===== src/rtl/ftrm_pkg.sv =====
// ----------------------------------------------------------------------------
// ftrm_pkg
// Shared widths, reset values and controller/datapath interface types for the
// fan tacho speed core.
// ----------------------------------------------------------------------------
package ftrm_pkg;

  localparam int NUM_W       = 24;   // rpm_numerator width
  localparam int CNT_W       = 16;   // tick counter and timeout width
  localparam int RPM_W       = 16;   // speed sample width
  localparam int CFG_IDX_W   = 1;
  localparam int CFG_DATA_W  = 24;
  localparam int IN_DATA_W   = 8;
  localparam int OUT_DATA_W  = 40;
  localparam int DIV_STEP_W  = $clog2(NUM_W + 1);

  localparam int RING_DEPTH_DEF = 7;

  // 60/2 * 16000000/256
  localparam logic [NUM_W-1:0] NUM_RESET     = NUM_W'(30 * (16000000 / 256));
  localparam logic [CNT_W-1:0] TIMEOUT_RESET = CNT_W'(62500);
  localparam logic [RPM_W-1:0] RPM_MAX       = '1;
  localparam logic [CNT_W-1:0] CNT_MAX       = '1;

  typedef enum logic [CFG_IDX_W-1:0] {
    CFG_RPM_NUMERATOR = 1'b0,
    CFG_TIMEOUT_TICKS = 1'b1
  } cfg_idx_t;

  typedef struct packed {
    logic start;      // latch the word, arm the divider
    logic div_step;   // one quotient bit
    logic update;     // resolve speed, counter and ring write
    logic med_step;   // test one ring entry as median candidate
    logic load_out;   // move results into the output register
  } ftrm_cmd_t;

  typedef struct packed {
    logic div_busy;
    logic med_found;
  } ftrm_status_t;

endpackage


===== src/rtl/fan_tacho_rpm_median_core.sv =====
// ----------------------------------------------------------------------------
// fan_tacho_rpm_median_core
// Reciprocal fan tachometer with a median filter over the last speed samples.
//
//   channel  dir  handshake           payload
//   s_*      in   s_tvalid/s_tready   s_tdata[0] tach_edge
//   m_*      out  m_tvalid/m_tready   recent_rpm, median_rpm, sample_stored
//   cfg_*    in   cfg_we              cfg_index, cfg_wdata
//
// One tick word at a time: the next word is accepted only after the last one
// has passed through the divide, update, median search and output states. A
// tick with an edge steps the divider through the 24 quotient bits, a tick
// without an edge passes the divide state with no steps; the median search
// tests one ring entry a cycle until it finds the median.
// A finished result waits in the output register while the next word is
// taken; a second finished result holds the sequencer until the first goes.
// Synchronous reset clears the counter, last speed, ring and slot.
// ----------------------------------------------------------------------------
module fan_tacho_rpm_median_core #(
  parameter int RING_DEPTH = ftrm_pkg::RING_DEPTH_DEF
) (
  input  logic                              clk,
  input  logic                              rst,
  input  logic                              cfg_we,
  input  logic [ftrm_pkg::CFG_IDX_W-1:0]    cfg_index,
  input  logic [ftrm_pkg::CFG_DATA_W-1:0]   cfg_wdata,
  input  logic                              s_tvalid,
  output logic                              s_tready,
  input  logic [ftrm_pkg::IN_DATA_W-1:0]    s_tdata,   // [0] tach_edge, rest zero
  output logic                              m_tvalid,
  input  logic                              m_tready,
  output logic [ftrm_pkg::OUT_DATA_W-1:0]   m_tdata    // [15:0] recent_rpm,
                                                       // [31:16] median_rpm,
                                                       // [32] sample_stored
);

  ftrm_pkg::ftrm_cmd_t    cmd;
  ftrm_pkg::ftrm_status_t status;
  logic [ftrm_pkg::RPM_W-1:0] out_recent, out_median;
  logic                       out_stored;

  ftrm_ctrl u_ctrl (
    .clk      (clk),
    .rst      (rst),
    .s_tvalid (s_tvalid),
    .s_tready (s_tready),
    .m_tvalid (m_tvalid),
    .m_tready (m_tready),
    .cmd      (cmd),
    .status   (status)
  );

  ftrm_dp #(
    .RING_DEPTH (RING_DEPTH)
  ) u_dp (
    .clk        (clk),
    .rst        (rst),
    .cfg_we     (cfg_we),
    .cfg_index  (cfg_index),
    .cfg_wdata  (cfg_wdata),
    .tach_edge  (s_tdata[0]),
    .cmd        (cmd),
    .status     (status),
    .out_recent (out_recent),
    .out_median (out_median),
    .out_stored (out_stored)
  );

  assign m_tdata = {7'b0, out_stored, out_median, out_recent};

endmodule


===== src/rtl/ftrm_ctrl.sv =====
// ----------------------------------------------------------------------------
// ftrm_ctrl
// Sequencer for one tick: divide, update, median search, output load.
// ----------------------------------------------------------------------------
module ftrm_ctrl (
  input  logic                  clk,
  input  logic                  rst,
  input  logic                  s_tvalid,
  output logic                  s_tready,
  output logic                  m_tvalid,
  input  logic                  m_tready,
  output ftrm_pkg::ftrm_cmd_t   cmd,
  input  ftrm_pkg::ftrm_status_t status
);

  typedef enum logic [4:0] {
    ST_IDLE = 5'b00001,
    ST_DIV  = 5'b00010,
    ST_UPD  = 5'b00100,
    ST_MED  = 5'b01000,
    ST_OUT  = 5'b10000
  } state_t;

  state_t state, state_next;
  logic   out_valid, out_valid_next;
  logic   out_free;

  assign s_tready = (state == ST_IDLE);
  assign m_tvalid = out_valid;
  assign out_free = !out_valid || m_tready;

  always_comb begin
    state_next = state;
    cmd        = '0;
    unique case (state)
      ST_IDLE: begin
        if (s_tvalid) begin
          cmd.start  = 1'b1;
          state_next = ST_DIV;
        end
      end
      ST_DIV: begin
        if (status.div_busy) begin
          cmd.div_step = 1'b1;
        end else begin
          state_next = ST_UPD;
        end
      end
      ST_UPD: begin
        cmd.update = 1'b1;
        state_next = ST_MED;
      end
      ST_MED: begin
        cmd.med_step = 1'b1;
        if (status.med_found) state_next = ST_OUT;
      end
      ST_OUT: begin
        if (out_free) begin
          cmd.load_out = 1'b1;
          state_next   = ST_IDLE;
        end
      end
      default: state_next = ST_IDLE;
    endcase
  end

  always_comb begin
    out_valid_next = out_valid;
    if (cmd.load_out) out_valid_next = 1'b1;
    else if (m_tready) out_valid_next = 1'b0;
  end

  always_ff @(posedge clk) begin
    if (rst) begin
      state     <= ST_IDLE;
      out_valid <= 1'b0;
    end else begin
      state     <= state_next;
      out_valid <= out_valid_next;
    end
  end

endmodule


===== src/rtl/ftrm_dp.sv =====
// ----------------------------------------------------------------------------
// ftrm_dp
// Datapath: config registers, tick counter, bit-serial divider, sample ring,
// median search by rank count and the output register.
// ----------------------------------------------------------------------------
module ftrm_dp #(
  parameter int RING_DEPTH = ftrm_pkg::RING_DEPTH_DEF
) (
  input  logic                              clk,
  input  logic                              rst,
  input  logic                              cfg_we,
  input  logic [ftrm_pkg::CFG_IDX_W-1:0]    cfg_index,
  input  logic [ftrm_pkg::CFG_DATA_W-1:0]   cfg_wdata,
  input  logic                              tach_edge,
  input  ftrm_pkg::ftrm_cmd_t               cmd,
  output ftrm_pkg::ftrm_status_t            status,
  output logic [ftrm_pkg::RPM_W-1:0]        out_recent,
  output logic [ftrm_pkg::RPM_W-1:0]        out_median,
  output logic                              out_stored
);

  localparam int IDX_W  = $clog2(RING_DEPTH);
  localparam int RANK_W = $clog2(RING_DEPTH + 1);
  localparam int RANK   = RING_DEPTH / 2;
  localparam logic [IDX_W-1:0] LAST_SLOT = IDX_W'(RING_DEPTH - 1);

  logic [ftrm_pkg::NUM_W-1:0]      rpm_numerator;
  logic [ftrm_pkg::CNT_W-1:0]      timeout_ticks;
  logic [ftrm_pkg::CNT_W-1:0]      tick_count, tick_count_next;
  logic [ftrm_pkg::RPM_W-1:0]      last_speed, last_speed_next;
  logic [ftrm_pkg::RPM_W-1:0]      ring [RING_DEPTH];
  logic [IDX_W-1:0]                write_slot;
  logic                            edge_q;
  logic                            stored_q, stored_next;
  logic                            store_en;

  logic [ftrm_pkg::NUM_W-1:0]      quo;
  logic [ftrm_pkg::CNT_W-1:0]      rem;
  logic [ftrm_pkg::DIV_STEP_W-1:0] div_cnt;
  logic [ftrm_pkg::CNT_W:0]        shifted;
  logic                            fits;

  logic [IDX_W-1:0]                med_idx;
  logic [ftrm_pkg::RPM_W-1:0]      cand;
  logic [RANK_W-1:0]               below, not_above;
  logic [ftrm_pkg::RPM_W-1:0]      median_q;

  logic [ftrm_pkg::CNT_W-1:0]      cnt_inc;

  // configuration
  always_ff @(posedge clk) begin
    if (rst) begin
      rpm_numerator <= ftrm_pkg::NUM_RESET;
      timeout_ticks <= ftrm_pkg::TIMEOUT_RESET;
    end else if (cfg_we) begin
      unique case (cfg_index)
        ftrm_pkg::CFG_RPM_NUMERATOR: rpm_numerator <= cfg_wdata;
        ftrm_pkg::CFG_TIMEOUT_TICKS: timeout_ticks <= cfg_wdata[ftrm_pkg::CNT_W-1:0];
        default: ;
      endcase
    end
  end

  // restoring divider, one quotient bit a cycle, divisor is the held count
  assign shifted = {rem, quo[ftrm_pkg::NUM_W-1]};
  assign fits    = (shifted >= {1'b0, tick_count});

  always_ff @(posedge clk) begin
    if (cmd.start) begin
      edge_q  <= tach_edge;
      quo     <= rpm_numerator;
      rem     <= '0;
      div_cnt <= tach_edge ? ftrm_pkg::DIV_STEP_W'(ftrm_pkg::NUM_W) : '0;
    end else if (cmd.div_step) begin
      div_cnt <= div_cnt - 1'b1;
      if (fits) begin
        rem <= ftrm_pkg::CNT_W'(shifted - {1'b0, tick_count});
        quo <= {quo[ftrm_pkg::NUM_W-2:0], 1'b1};
      end else begin
        rem <= shifted[ftrm_pkg::CNT_W-1:0];
        quo <= {quo[ftrm_pkg::NUM_W-2:0], 1'b0};
      end
    end
  end

  assign status.div_busy = (div_cnt != '0);

  // speed and counter update
  assign cnt_inc = (tick_count == ftrm_pkg::CNT_MAX) ? tick_count : tick_count + 1'b1;

  always_comb begin
    tick_count_next = tick_count;
    last_speed_next = last_speed;
    store_en        = 1'b0;
    stored_next     = 1'b0;
    if (edge_q) begin
      store_en        = 1'b1;
      stored_next     = 1'b1;
      tick_count_next = '0;
      if (tick_count == '0 || quo[ftrm_pkg::NUM_W-1:ftrm_pkg::RPM_W] != '0) begin
        last_speed_next = ftrm_pkg::RPM_MAX;
      end else begin
        last_speed_next = quo[ftrm_pkg::RPM_W-1:0];
      end
    end else if (cnt_inc >= timeout_ticks) begin
      store_en        = 1'b1;
      stored_next     = 1'b1;
      tick_count_next = '0;
      last_speed_next = '0;
    end else begin
      tick_count_next = cnt_inc;
    end
  end

  always_ff @(posedge clk) begin
    if (rst) begin
      tick_count <= '0;
      last_speed <= '0;
      write_slot <= '0;
      for (int i = 0; i < RING_DEPTH; i++) ring[i] <= '0;
    end else if (cmd.update) begin
      tick_count <= tick_count_next;
      last_speed <= last_speed_next;
      if (store_en) begin
        ring[write_slot] <= last_speed_next;
        write_slot       <= (write_slot == LAST_SLOT) ? '0 : write_slot + 1'b1;
      end
    end
  end

  always_ff @(posedge clk) begin
    if (cmd.update) stored_q <= stored_next;
  end

  // median: the first entry whose rank window holds the middle rank
  always_comb begin
    cand      = ring[med_idx];
    below     = '0;
    not_above = '0;
    for (int j = 0; j < RING_DEPTH; j++) begin
      below     = below + RANK_W'(ring[j] < cand);
      not_above = not_above + RANK_W'(ring[j] <= cand);
    end
  end

  assign status.med_found = (below <= RANK_W'(RANK)) && (RANK_W'(RANK) < not_above);

  always_ff @(posedge clk) begin
    if (cmd.update) begin
      med_idx <= '0;
    end else if (cmd.med_step) begin
      med_idx <= med_idx + 1'b1;
      if (status.med_found) median_q <= cand;
    end
  end

  // output register
  always_ff @(posedge clk) begin
    if (cmd.load_out) begin
      out_recent <= last_speed;
      out_median <= median_q;
      out_stored <= stored_q;
    end
  end

endmodule


===== config.mk =====
export PLATFORM = sky130hd
export DESIGN_NAME = fan_tacho_rpm_median_core
export DESIGN_NICKNAME = d
export VERILOG_FILES = /design/src/rtl/ftrm_pkg.sv /design/src/rtl/fan_tacho_rpm_median_core.sv /design/src/rtl/ftrm_ctrl.sv /design/src/rtl/ftrm_dp.sv
export SDC_FILE = /design/constraint.sdc
export NUM_CORES = 1
export LEC_CHECK = 0
export BUFFER_PORTS_ARGS = -buffer_cell sky130_fd_sc_hd__buf_2
export CAP_MARGIN = 20
export CORE_MARGIN = 5
export CORE_UTILIZATION = 45
export CTS_BUF_LIST = sky130_fd_sc_hd__clkbuf_16
export CTS_CLUSTER_SIZE = 10
export DETAILED_ROUTE_END_ITERATION = 10
export PLACE_DENSITY = 0.75
export SYNTH_ARGS = -nofsm -noshare
export SYNTH_HDL_FRONTEND = slang
export SYNTH_SLANG_ARGS = --single-unit

===== constraint.sdc =====
create_clock -name clk -period 5.95 [get_ports clk]
set_input_delay 0 -clock clk [delete_from_list [all_inputs] [get_ports clk]]
set_output_delay 0 -clock clk [all_outputs]
set_load 0.02 [all_outputs]

==> results of run 1 <==
## per-layer routing
layer	share of wire [%]	wire, um
met3	7.0	2980
met2	49	20700
met4	3.3	1380
met5	0	0
met1	41	17200
## sequential cells by signal (all words and copies together) (netlist names), 5 cells and up, named ones only
register and count:
u_dp.quo 24, u_dp.last_speed 16, u_dp.tick_count 16, u_dp.ring 128, u_ctrl.state 5, u_dp.out_median 16
u_dp.median_q 16, u_dp.rpm_numerator 24, u_dp.timeout_ticks 16, u_dp.rem 16, u_dp.out_recent 16, u_dp.div_cnt 5
## cells in the final DEF, fill, tap and decap left out, types with 6 or more instances in the layout
cell / n
nand2b_1: 8
nor3_1: 16
buf_2: 65
o22ai_1: 20
nand3_1: 39
o31ai_1: 8
inv_1: 99
nand2_1: 210
a21o_1: 27
o21a_1: 17
mux2i_1: 27
dlygate4sd3_1: 40
mux4_2: 32
dfxtp_1: 118
fa_1: 6
o21ai_1: 24
clkbuf_16: 38
conb_1: 7
nand4_1: 38
a211oi_1: 6
a21oi_1: 103
o21ai_0: 47
xor2_1: 10
nor2b_1: 12
nor2_1: 145
edfxtp_1: 192
xnor2_1: 23
buf_4: 42
nor4_1: 11
and3_1: 6
ha_1: 155
o211ai_1: 15
## final timing paths
path                              startpoint                      endpoint  cells after the start
setup / recovery                   flip-flop    u_dp.median_q[9]$_DFFE_PP_                     22
hold / removal                           rst  u_ctrl.state[1]$_SDFFE_PP0P_                      3
setup reg to reg                   flip-flop    u_dp.median_q[9]$_DFFE_PP_                     22
hold reg to reg   u_dp.median_q[3]$_DFFE_PP_  u_dp.out_median[3]$_DFFE_PP_                      0
## power groups by stage
stage / logic, mW / clock network [mW] / registers (mW)
4_1_cts: 0.583 / 2.11 / 2.43
6_report: 0.593 / 2.07 / 2.43
3_5_place_dp: 0.559 / 0 / 2.47
2_1_floorplan: 0.423 / 0 / 2.45
3_3_place_gp: 0.539 / 0 / 2.47
5_1_grt: 0.664 / 2.21 / 2.43
## stage by stage
stage | util [%] | instance area (um^2) | worst slack [ns]
6_report | 52.3 | 19100 | 0.533
5_1_grt | 52.3 | 19100 | 0.198
4_1_cts | 52.2 | 19000 | 0.498
3_5_place_dp | 48.0 | 17500 | 0.501
3_3_place_gp | 48.0 | 17500 | 0.589
2_1_floorplan | - | 16500 | 0.0257
## layout make-up
type / instances / area [um^2] / share of cell area (%)
flip-flops and latches: 311 / 8150 / 42.8
inverters: 79 / 297 / 1.56
clock inverters: 32 / 191 / 1.00
repair buffers: 151 / 1130 / 5.92
multi-input cells: 1097 / 7750 / 40.7
clock buffers: 38 / 951 / 4.99
well taps: 468 / 586 / 3.07
## critical path, delay by kind of cell, from the launching register on
kind,cells,cell delay [ns]
AO/OA/AOI/OAI,5,0.86
XOR/XNOR,1,0.16
adder cells (fa/ha/maj),5,1.65
buffers and inverters,6,0.87
flip-flops,1,0.34
multiplexers,2,0.71
AND/OR/NAND/NOR,3,0.50
## cell families after synthesis
logic type | count (synthesis) | synth area share (%)
fa+ha+maj | 161 | 12.5
flops | 311 | 49.4
xor+xnor | 33 | 1.75
buf+inv | 155 | 3.97
simple gates | 521 | 14.3
compound gates | 316 | 12.1
other cells | 1 | 0.0227
mux | 59 | 6.00
==> metrics.yaml, run 1 <==
status: "complete, no violations"
yosys.area.top_type_share_pct: 34.9
yosys_most_used_dff: "edfxtp_1"
skew_ns: 0.0193
cts-buffers-inserted: 38
worst_path_max_delay_cell: "mux4_2"
rsz0062_at_grt: "no"
grt_use_met3_pct: 3.37
finalHoldViolations: 0
power_frac_seq_pct: 47.7
antenna_cells: 0
syn_inst: 1557
cts_tree: "yes"
synth_warnings: 0
synth-seq-area-share_pct: 49.4
grt_pass1_vias: 12700
r2r_slack_ns: 0.53
ant_nets: 0
drive_above_1_share_pct: 12.6
htree_levels: 2
fill_cells: 3159
required_ns: 6.19
endpoint_kind: "flip-flop"
viasPerCell: 5.81
period_share_pct: 91.0
cp_cell_sequence: "buf_12, mux4_2, mux2i_1, buf_4, ha_1, nor2b_1, o21a_1, o21a_1, o211ai_1, a21oi_1, o22ai_1, fa_1, inv_1, fa_1, inv_1, ha_1, inv_1, fa_1, xor2_1, nand3_1, nor2_1, buf_12"
cts_resized: 0
met2_usage_pct: 34.7
clkPwrFrac_pct: 40.7
ys_async_sr_fraction_pct: 0
clk_pin_slew_ns: 0.05
power.switching_mw: 1.32
vias: 12700
initial_core_util_pct: 45.3
die_area_um2: 40600
post_drt_wl_per_cell_um: 19.4
fp.coreArea_um2: 36400
swShare_pct: 25.8
maxSlewViolCount: 0
power_mw: 5.10
synth.cells.most_frequent: "nand2_1, edfxtp_1, ha_1"
die_h_um: 202
internal-power_mw: 3.78
use_met1_pct: 26.0
fp.dieW_um: 202
drc: 0
finalCriticalPeriod_ns: 5.42
gp_congestion: 0.966
vdd_ir_drop_max_mv: 0.205
grt_max_degree: 66
yosysMostFrequentCell: "nand2_1"
io_buffer_count: 65
worstSkewPairLatency_ns: 0.55
crit_path_start_kind: "flip-flop"
ys_top_cells_by_area: "edfxtp_1, dfxtp_1, ha_1, nand2_1, mux4_2"
grt_overflow: 0
layout.cells.non_filler: 2176
hpwl_um: 29500
maxSlewHeadroom_pct: 27.2
drt-initial-drc-count: 865
p_per_area_nw_per_um2: 268
synth_edf_count: 192
io_pins: 80
final.setup.tns_ns: 0
wl_um: 42200
p_leak_nw: 7.61
syn_avg_cell_area_um2: 10.6
timing.fmax_mhz: 185
tightestPinTransition_ns: 1.08
grt_use_total_pct: 20.2
dp_cells: 2065
area_growth_pct: 15.4
comb_power_share_pct: 11.6
fin_nets: 1877
post-cts-setup-buffers: 0
ys_seq_elements: 311
cts.path.max_buffers: 3
clkSinkCount: 311
postCtsHoldBufs: 40
hold_ws_ns: 0.0541
top_usage_layer: "met2"
critPathMaxFanout: 32
grt_first_pass_wirelength_um: 66600
syn_area_um2: 16500
hp-class: "in -> reg"
antenna_found_initial: 0
synth_cell_types: 74
max-cap-violations: 0
setup_viol: 0
core.rowCount: 70
cp.arrival_ns: 5.66
synth_area_leader_cell: "edfxtp_1"
path_class: "reg -> reg"
cpPeakStageDelay_ns: 0.56
firstDrtPassIters: 5
cts_root_buffer: "clkbuf_16"
Note: power is estimated with default switching activity, not from simulation.
==> run 2, diff against run 1 <==
--- a/config.mk
+++ b/config.mk
@@ -12,7 +12,7 @@
 export CTS_BUF_LIST = sky130_fd_sc_hd__clkbuf_16
 export CTS_CLUSTER_SIZE = 10
 export DETAILED_ROUTE_END_ITERATION = 10
-export PLACE_DENSITY = 0.75
+export PLACE_DENSITY_LB_ADDON = 0.3
 export SYNTH_ARGS = -nofsm -noshare
 export SYNTH_HDL_FRONTEND = slang
 export SYNTH_SLANG_ARGS = --single-unit
==> metrics.yaml, run 2 (synthesis gave the netlist of run 1 again) <==
grt_use_total_pct: 20.5  # was 20.2%
cp.arrival_ns: 5.78  # was 5.66 ns
cts_tree: "yes"  # unchanged
clkPwrFrac_pct: 40.7  # about the same
tightestPinTransition_ns: 1.07  # was 1.08 ns
cp_cell_sequence: "buf_12, buf_4, mux4_2, mux2i_1, ha_1, a21oi_1, o31a_1, o21ai_0, o22ai_1, or2_2, fa_1, inv_1, fa_1, inv_1, ha_1, a21oi_1, xor2_1, o21ai_0, nand3_1, nor2_1, buf_12"  # was buf_12, mux4_2, mux2i_1, buf_4, ha_1, nor2b_1, o21a_1, o21a_1, o211ai_1, a21oi_1, o22ai_1, fa_1, inv_1, fa_1, inv_1, ha_1, inv_1, fa_1, xor2_1, nand3_1, nor2_1, buf_12
rsz0062_at_grt: "no"  # unchanged
antenna_found_initial: 0  # unchanged
grt_first_pass_wirelength_um: 66700  # was 66600 um
registers.top_by_ff_count: "u_dp.ring"  # unchanged
path_class: "reg -> reg"  # unchanged
timing.fmax_mhz: 181  # was 185 MHz
core.rowCount: 70  # unchanged
gp_congestion: 0.903  # was 0.966
clkSinkCount: 311  # unchanged
ant_nets: 0  # unchanged
fp.dieW_um: 202  # unchanged
drt-initial-drc-count: 840  # was 865
cts_root_buffer: "clkbuf_16"  # unchanged
power.switching_mw: 1.30  # was 1.32 mW
swShare_pct: 25.6  # was 25.8%
p_per_area_nw_per_um2: 267  # was 268 nW/um^2
fp.coreArea_um2: 36400  # unchanged
cts.path.max_buffers: 3  # unchanged
hpwl_um: 29700  # was 29500 um
area_growth_pct: 15.4  # unchanged
max-cap-violations: 0  # unchanged
firstDrtPassIters: 5  # unchanged
layout_commonest_cell: "nand2_1"  # unchanged
cpPeakStageDelay_ns: 0.53  # was 0.56 ns
reg.largest.list: "u_dp.ring (128), u_dp.quo (24), u_dp.rpm_numerator (24)"  # unchanged
final.setup.tns_ns: 0  # unchanged
finalCriticalPeriod_ns: 5.53  # was 5.42 ns
cts-buffers-inserted: 38  # unchanged
wl_um: 42400  # was 42200 um
comb_power_share_pct: 11.6  # about the same
critPathMaxFanout: 16  # was 32
endpoint_kind: "flip-flop"  # unchanged
setup_viol: 0  # unchanged
die_h_um: 202  # unchanged
io_buffer_count: 65  # unchanged
fin_nets: 1881  # was 1877
power_frac_seq_pct: 47.7  # about the same
drc: 0  # unchanged
vias: 12300  # was 12700
worstSkewPairLatency_ns: 0.55  # about the same
cts_resized: 0  # unchanged
mostFrequentLayoutCells: "nand2_1, edfxtp_1, ha_1"  # unchanged
clk_pin_slew_ns: 0.06  # was 0.05 ns
post_drt_wl_per_cell_um: 19.4  # about the same
htree_levels: 2  # unchanged
hp-class: "in -> reg"  # unchanged
io_pins: 80  # unchanged
maxSlewHeadroom_pct: 28.9  # was 27.2%
initial_core_util_pct: 45.3  # unchanged
drive_above_1_share_pct: 12.6  # about the same
grt_pass1_vias: 12400  # was 12700
largest_reg_flops: 128  # unchanged
finalHoldViolations: 0  # unchanged
viasPerCell: 5.67  # was 5.81
required_ns: 6.20  # was 6.19 ns
period_share_pct: 92.9  # was 91.0%
skew_ns: 0.0180  # was 0.0193 ns
internal-power_mw: 3.79  # was 3.78 mW
post-cts-setup-buffers: 0  # unchanged
grt_overflow: 0  # unchanged
maxSlewViolCount: 0  # unchanged
crit_path_start_kind: "flip-flop"  # unchanged
p_leak_nw: 7.59  # was 7.61 nW
worst_path_max_delay_cell: "fa_1"  # was mux4_2
status: "complete, no violations"  # unchanged
r2r_slack_ns: 0.42  # was 0.53 ns
antenna_cells: 0  # unchanged
grt_max_degree: 52  # was 66
power_mw: 5.09  # was 5.10 mW
die_area_um2: 40600  # unchanged
vdd_ir_drop_max_mv: 0.213  # was 0.205 mV
[run 2: critical path: cells and delay by family, from the launching register on]
family                   cells  cell delay (ns)
AO/OA/AOI/OAI                6             0.82
buffers and inverters        5             0.73
XOR/XNOR                     1             0.10
AND/OR/NAND/NOR              3             0.67
multiplexers                 2             0.99
adder cells (fa/ha/maj)      4             1.43
flip-flops                   1             0.48
[run 2: metrics by stage]
| stage | setup WS [ns] | cells | cell area [um^2] | hold slack (ns) | util (%) |
|---|---|---|---|---|---|
| finish | 0.422 | 2179 | 19100 | 0.0642 | 52.3 |
| floorplan | 0.0257 | 1563 | 16500 | 0.0989 | - |
| global route | 0.0148 | 2179 | 19100 | 0.0885 | 52.3 |
| CTS | 0.429 | 2179 | 19100 | 0.0339 | 52.3 |
| detailed placement | 0.445 | 2066 | 17500 | 0.201 | 48.0 |
| global placement | 0.533 | 2066 | 17500 | 0.199 | 48.0 |
[run 2: area by class of cell]
type | instances | area [um^2]
clock buffer | 39 | 976
clock inverter | 30 | 140
fill | 3261 | 17400
inverter | 79 | 297
multi-input combinational | 1097 | 7740
sequential | 311 | 8150
tap | 468 | 586
timing repair buffer | 155 | 1160
[run 2: worst paths after layout]
check / cells past startpoint / end / startpoint
setup / recovery: 21 / u_dp.median_q[9]$_DFFE_PP_ / flip-flop
hold / removal: 3 / u_ctrl.state[1]$_SDFFE_PP0P_ / rst
setup reg to reg: 21 / u_dp.median_q[9]$_DFFE_PP_ / flip-flop
hold reg to reg: 0 / u_dp.out_median[2]$_DFFE_PP_ / u_dp.median_q[2]$_DFFE_PP_
[run 2: timing repair]
item / CTS / global route
hold buffers: 44 / 0
endpoints found under the setup margin: 0 / 0
endpoints found under the hold margin: 47 / 0
[run 2: per-layer routing]
layer / GRT usage [%] / wire length, um
met1: 26.8 / 18100
met2: 34.3 / 20300
met3: 3.55 / 2570
met4: 7.35 / 1430
met5: 0 / 0
[run 2: power groups by stage]
| stage | clock network [mW] | registers, mW | logic, mW |
|---|---|---|---|
| detailed placement | 0 | 2.47 | 0.565 |
| floorplan | 0 | 2.45 | 0.423 |
| CTS | 2.11 | 2.43 | 0.590 |
| global placement | 0 | 2.47 | 0.550 |
| global route | 2.21 | 2.43 | 0.662 |
| finish | 2.07 | 2.43 | 0.592 |
==> run 3, diff against run 2 <==
==> constraint.sdc (replaced) <==
create_clock -name clk -period 6.06 [get_ports clk]
set_input_delay 0 -clock clk [delete_from_list [all_inputs] [get_ports clk]]
set_output_delay 0 -clock clk [all_outputs]
set_load 0.02 [all_outputs]
==> metrics.yaml, run 3 (synthesis gave the netlist of run 1 again) <==
hpwl_um: 29700  # about the same
cp_cell_sequence: "mux4_2, mux2i_1, ha_1, a2111oi_0, o31a_1, o21ai_0, o22ai_1, fa_1, inv_1, fa_1, inv_1, ha_1, inv_1, fa_1, xor2_1, nand3_1, nor2_1, buf_12"  # was buf_12, buf_4, mux4_2, mux2i_1, ha_1, a21oi_1, o31a_1, o21ai_0, o22ai_1, or2_2, fa_1, inv_1, fa_1, inv_1, ha_1, a21oi_1, xor2_1, o21ai_0, nand3_1, nor2_1, buf_12
dp_cells: 2066  # unchanged
vdd_ir_drop_max_mv: 0.245  # was 0.213 mV
hold_path_depth: 3  # unchanged
cts_resized: 0  # unchanged
critPathMaxFanout: 16  # unchanged
p_leak_nw: 7.59  # about the same
grt_pass1_vias: 12500  # was 12400
path_class: "reg -> reg"  # unchanged
clk_pin_slew_ns: 0.05  # was 0.06 ns
fin_nets: 1876  # was 1881
worstSkewPairLatency_ns: 0.55  # about the same
clkSinkCount: 311  # unchanged
core.rowCount: 70  # unchanged
cts-buffers-inserted: 38  # unchanged
mostFrequentLayoutCells: "nand2_1, edfxtp_1, ha_1"  # unchanged
rsz0062_at_grt: "no"  # unchanged
area_growth_pct: 15.2  # was 15.4%
finalCriticalPeriod_ns: 5.62  # was 5.53 ns
maxSlewHeadroom_pct: 27.8  # was 28.9%
io_pins: 80  # unchanged
hold_ws_ns: 0.0584  # was 0.0642 ns
power_mw: 5.03  # was 5.09 mW
firstDrtPassIters: 5  # unchanged
die_area_um2: 40600  # unchanged
fin_ws_ns: 0.444  # was 0.422 ns
p_per_area_nw_per_um2: 264  # was 267 nW/um^2
r2r_slack_ns: 0.44  # was 0.42 ns
r2r_cells: 18  # was 21
tightestPinTransition_ns: 1.08  # was 1.07 ns
cts_root_buffer: "clkbuf_16"  # unchanged
cts.path.max_buffers: 3  # unchanged
grt_use_total_pct: 20.1  # was 20.5%
vias: 12400  # was 12300
holdCritStartpoint: "rst"  # unchanged
crit_family: "adder cells"  # unchanged
status: "complete, no violations"  # unchanged
hp-class: "in -> reg"  # unchanged
largest_reg_flops: 128  # unchanged
fp.coreArea_um2: 36400  # unchanged
cts_tree: "yes"  # unchanged
initial_core_util_pct: 45.3  # unchanged
finalHoldViolations: 0  # unchanged
antenna_cells: 0  # unchanged
drt-initial-drc-count: 771  # was 840
cp.arrival_ns: 5.85  # was 5.78 ns
endpoint_kind: "flip-flop"  # unchanged
setup_viol: 0  # unchanged
final.setup.tns_ns: 0  # unchanged
pre_cts_slack_ns: 0.472  # was 0.445 ns
layout.cells.non_filler: 2174  # was 2179
reg.largest.list: "u_dp.ring (128), u_dp.quo (24), u_dp.rpm_numerator (24)"  # unchanged
die_h_um: 202  # unchanged
maxSlewViolCount: 0  # unchanged
required_ns: 6.30  # was 6.20 ns
worst_path_max_delay_cell: "dfxtp_1"  # was fa_1
worstHoldEndpoint: "u_ctrl.state[1]$_SDFFE_PP0P_"  # unchanged
drc: 0  # unchanged
timing.fmax_mhz: 178  # was 181 MHz
fp.dieW_um: 202  # unchanged
htree_levels: 2  # unchanged
grt_overflow: 0  # unchanged
post_drt_wl_per_cell_um: 19.1  # was 19.4 um
layout_commonest_cell: "nand2_1"  # unchanged
ant_nets: 0  # unchanged
registers.top_by_ff_count: "u_dp.ring"  # unchanged
cpPeakStageDelay_ns: 0.75  # was 0.53 ns
grt_max_degree: 52  # unchanged
drive_above_1_share_pct: 12.7  # was 12.6%
worst-path-buf-inv: 4  # was 5
wl_um: 41600  # was 42400 um
skew_ns: 0.0250  # was 0.0180 ns
antenna_found_initial: 0  # unchanged
gp_congestion: 0.886  # was 0.903
grt_first_pass_wirelength_um: 66100  # was 66700 um
max-cap-violations: 0  # unchanged
r2r-end: "u_dp.median_q[10]$_DFFE_PP_"  # was u_dp.median_q[9]$_DFFE_PP_
viasPerCell: 5.73  # was 5.67
io_buffer_count: 65  # unchanged
crit_path_start_kind: "flip-flop"  # unchanged
period_share_pct: 92.7  # was 92.9%
[run 3: worst max-delay path by stage]
stage | startpoint | endpoint | slack [ns] | cells after the start
after global routing | flip-flop | u_dp.median_q[9]$_DFFE_PP_ | 0.05 | 18
final | flip-flop | u_dp.median_q[10]$_DFFE_PP_ | 0.44 | 18
after CTS | flip-flop | u_dp.median_q[10]$_DFFE_PP_ | 0.44 | 18
after global placement | flip-flop | u_dp.median_q[1]$_DFFE_PP_ | 0.58 | 23
after floorplan | flip-flop | u_dp.median_q[0]$_DFFE_PP_ | 0.14 | 22
after detailed placement | flip-flop | u_dp.median_q[0]$_DFFE_PP_ | 0.47 | 18
[run 3: layout make-up]
| cell class | instances | area (um^2) |
|---|---|---|
| flip-flops and latches | 311 | 8150 |
| fillers | 3248 | 17400 |
| clock buffers | 38 | 951 |
| clock inverters | 31 | 195 |
| inverters | 79 | 297 |
| repair buffers | 150 | 1090 |
| well taps | 468 | 586 |
| multi-input cells | 1097 | 7740 |
[run 3: what timing repair did]
action	4_1_cts	5_1_grt
buffers inserted	0	0
hold endpoints to repair	48	0
endpoints found under the setup margin	0	0
hold buffers	37	0
[run 3: worst min-delay path, cell delays in order]
cell and delay [ns]:
buf_2 0.10, buf_4 0.29, nor2_1 0.15
[run 3: routing by layer]
metal	GRT usage (%)	wire length [um]	vias up
li1	-	-	5938
met1	26.0	17600	6057
met2	34.8	20300	381
met3	3.09	2450	71
met4	6.20	1180	0
met5	0	0	-
[run 3: through the flow]
step | cell area (um^2) | utilization (%)
2_1_floorplan | 16500 | -
3_3_place_gp | 17500 | 47.9
4_1_cts | 19000 | 52.1
6_report | 19000 | 52.2
3_5_place_dp | 17500 | 47.9
5_1_grt | 19000 | 52.2
[run 3: power by group]
group          total [mW]  switching (mW)  internal [mW]
registers            2.38          0.0480           2.33
logic               0.587           0.356          0.230
clock network        2.06           0.876           1.18
total                5.03            1.28           3.75
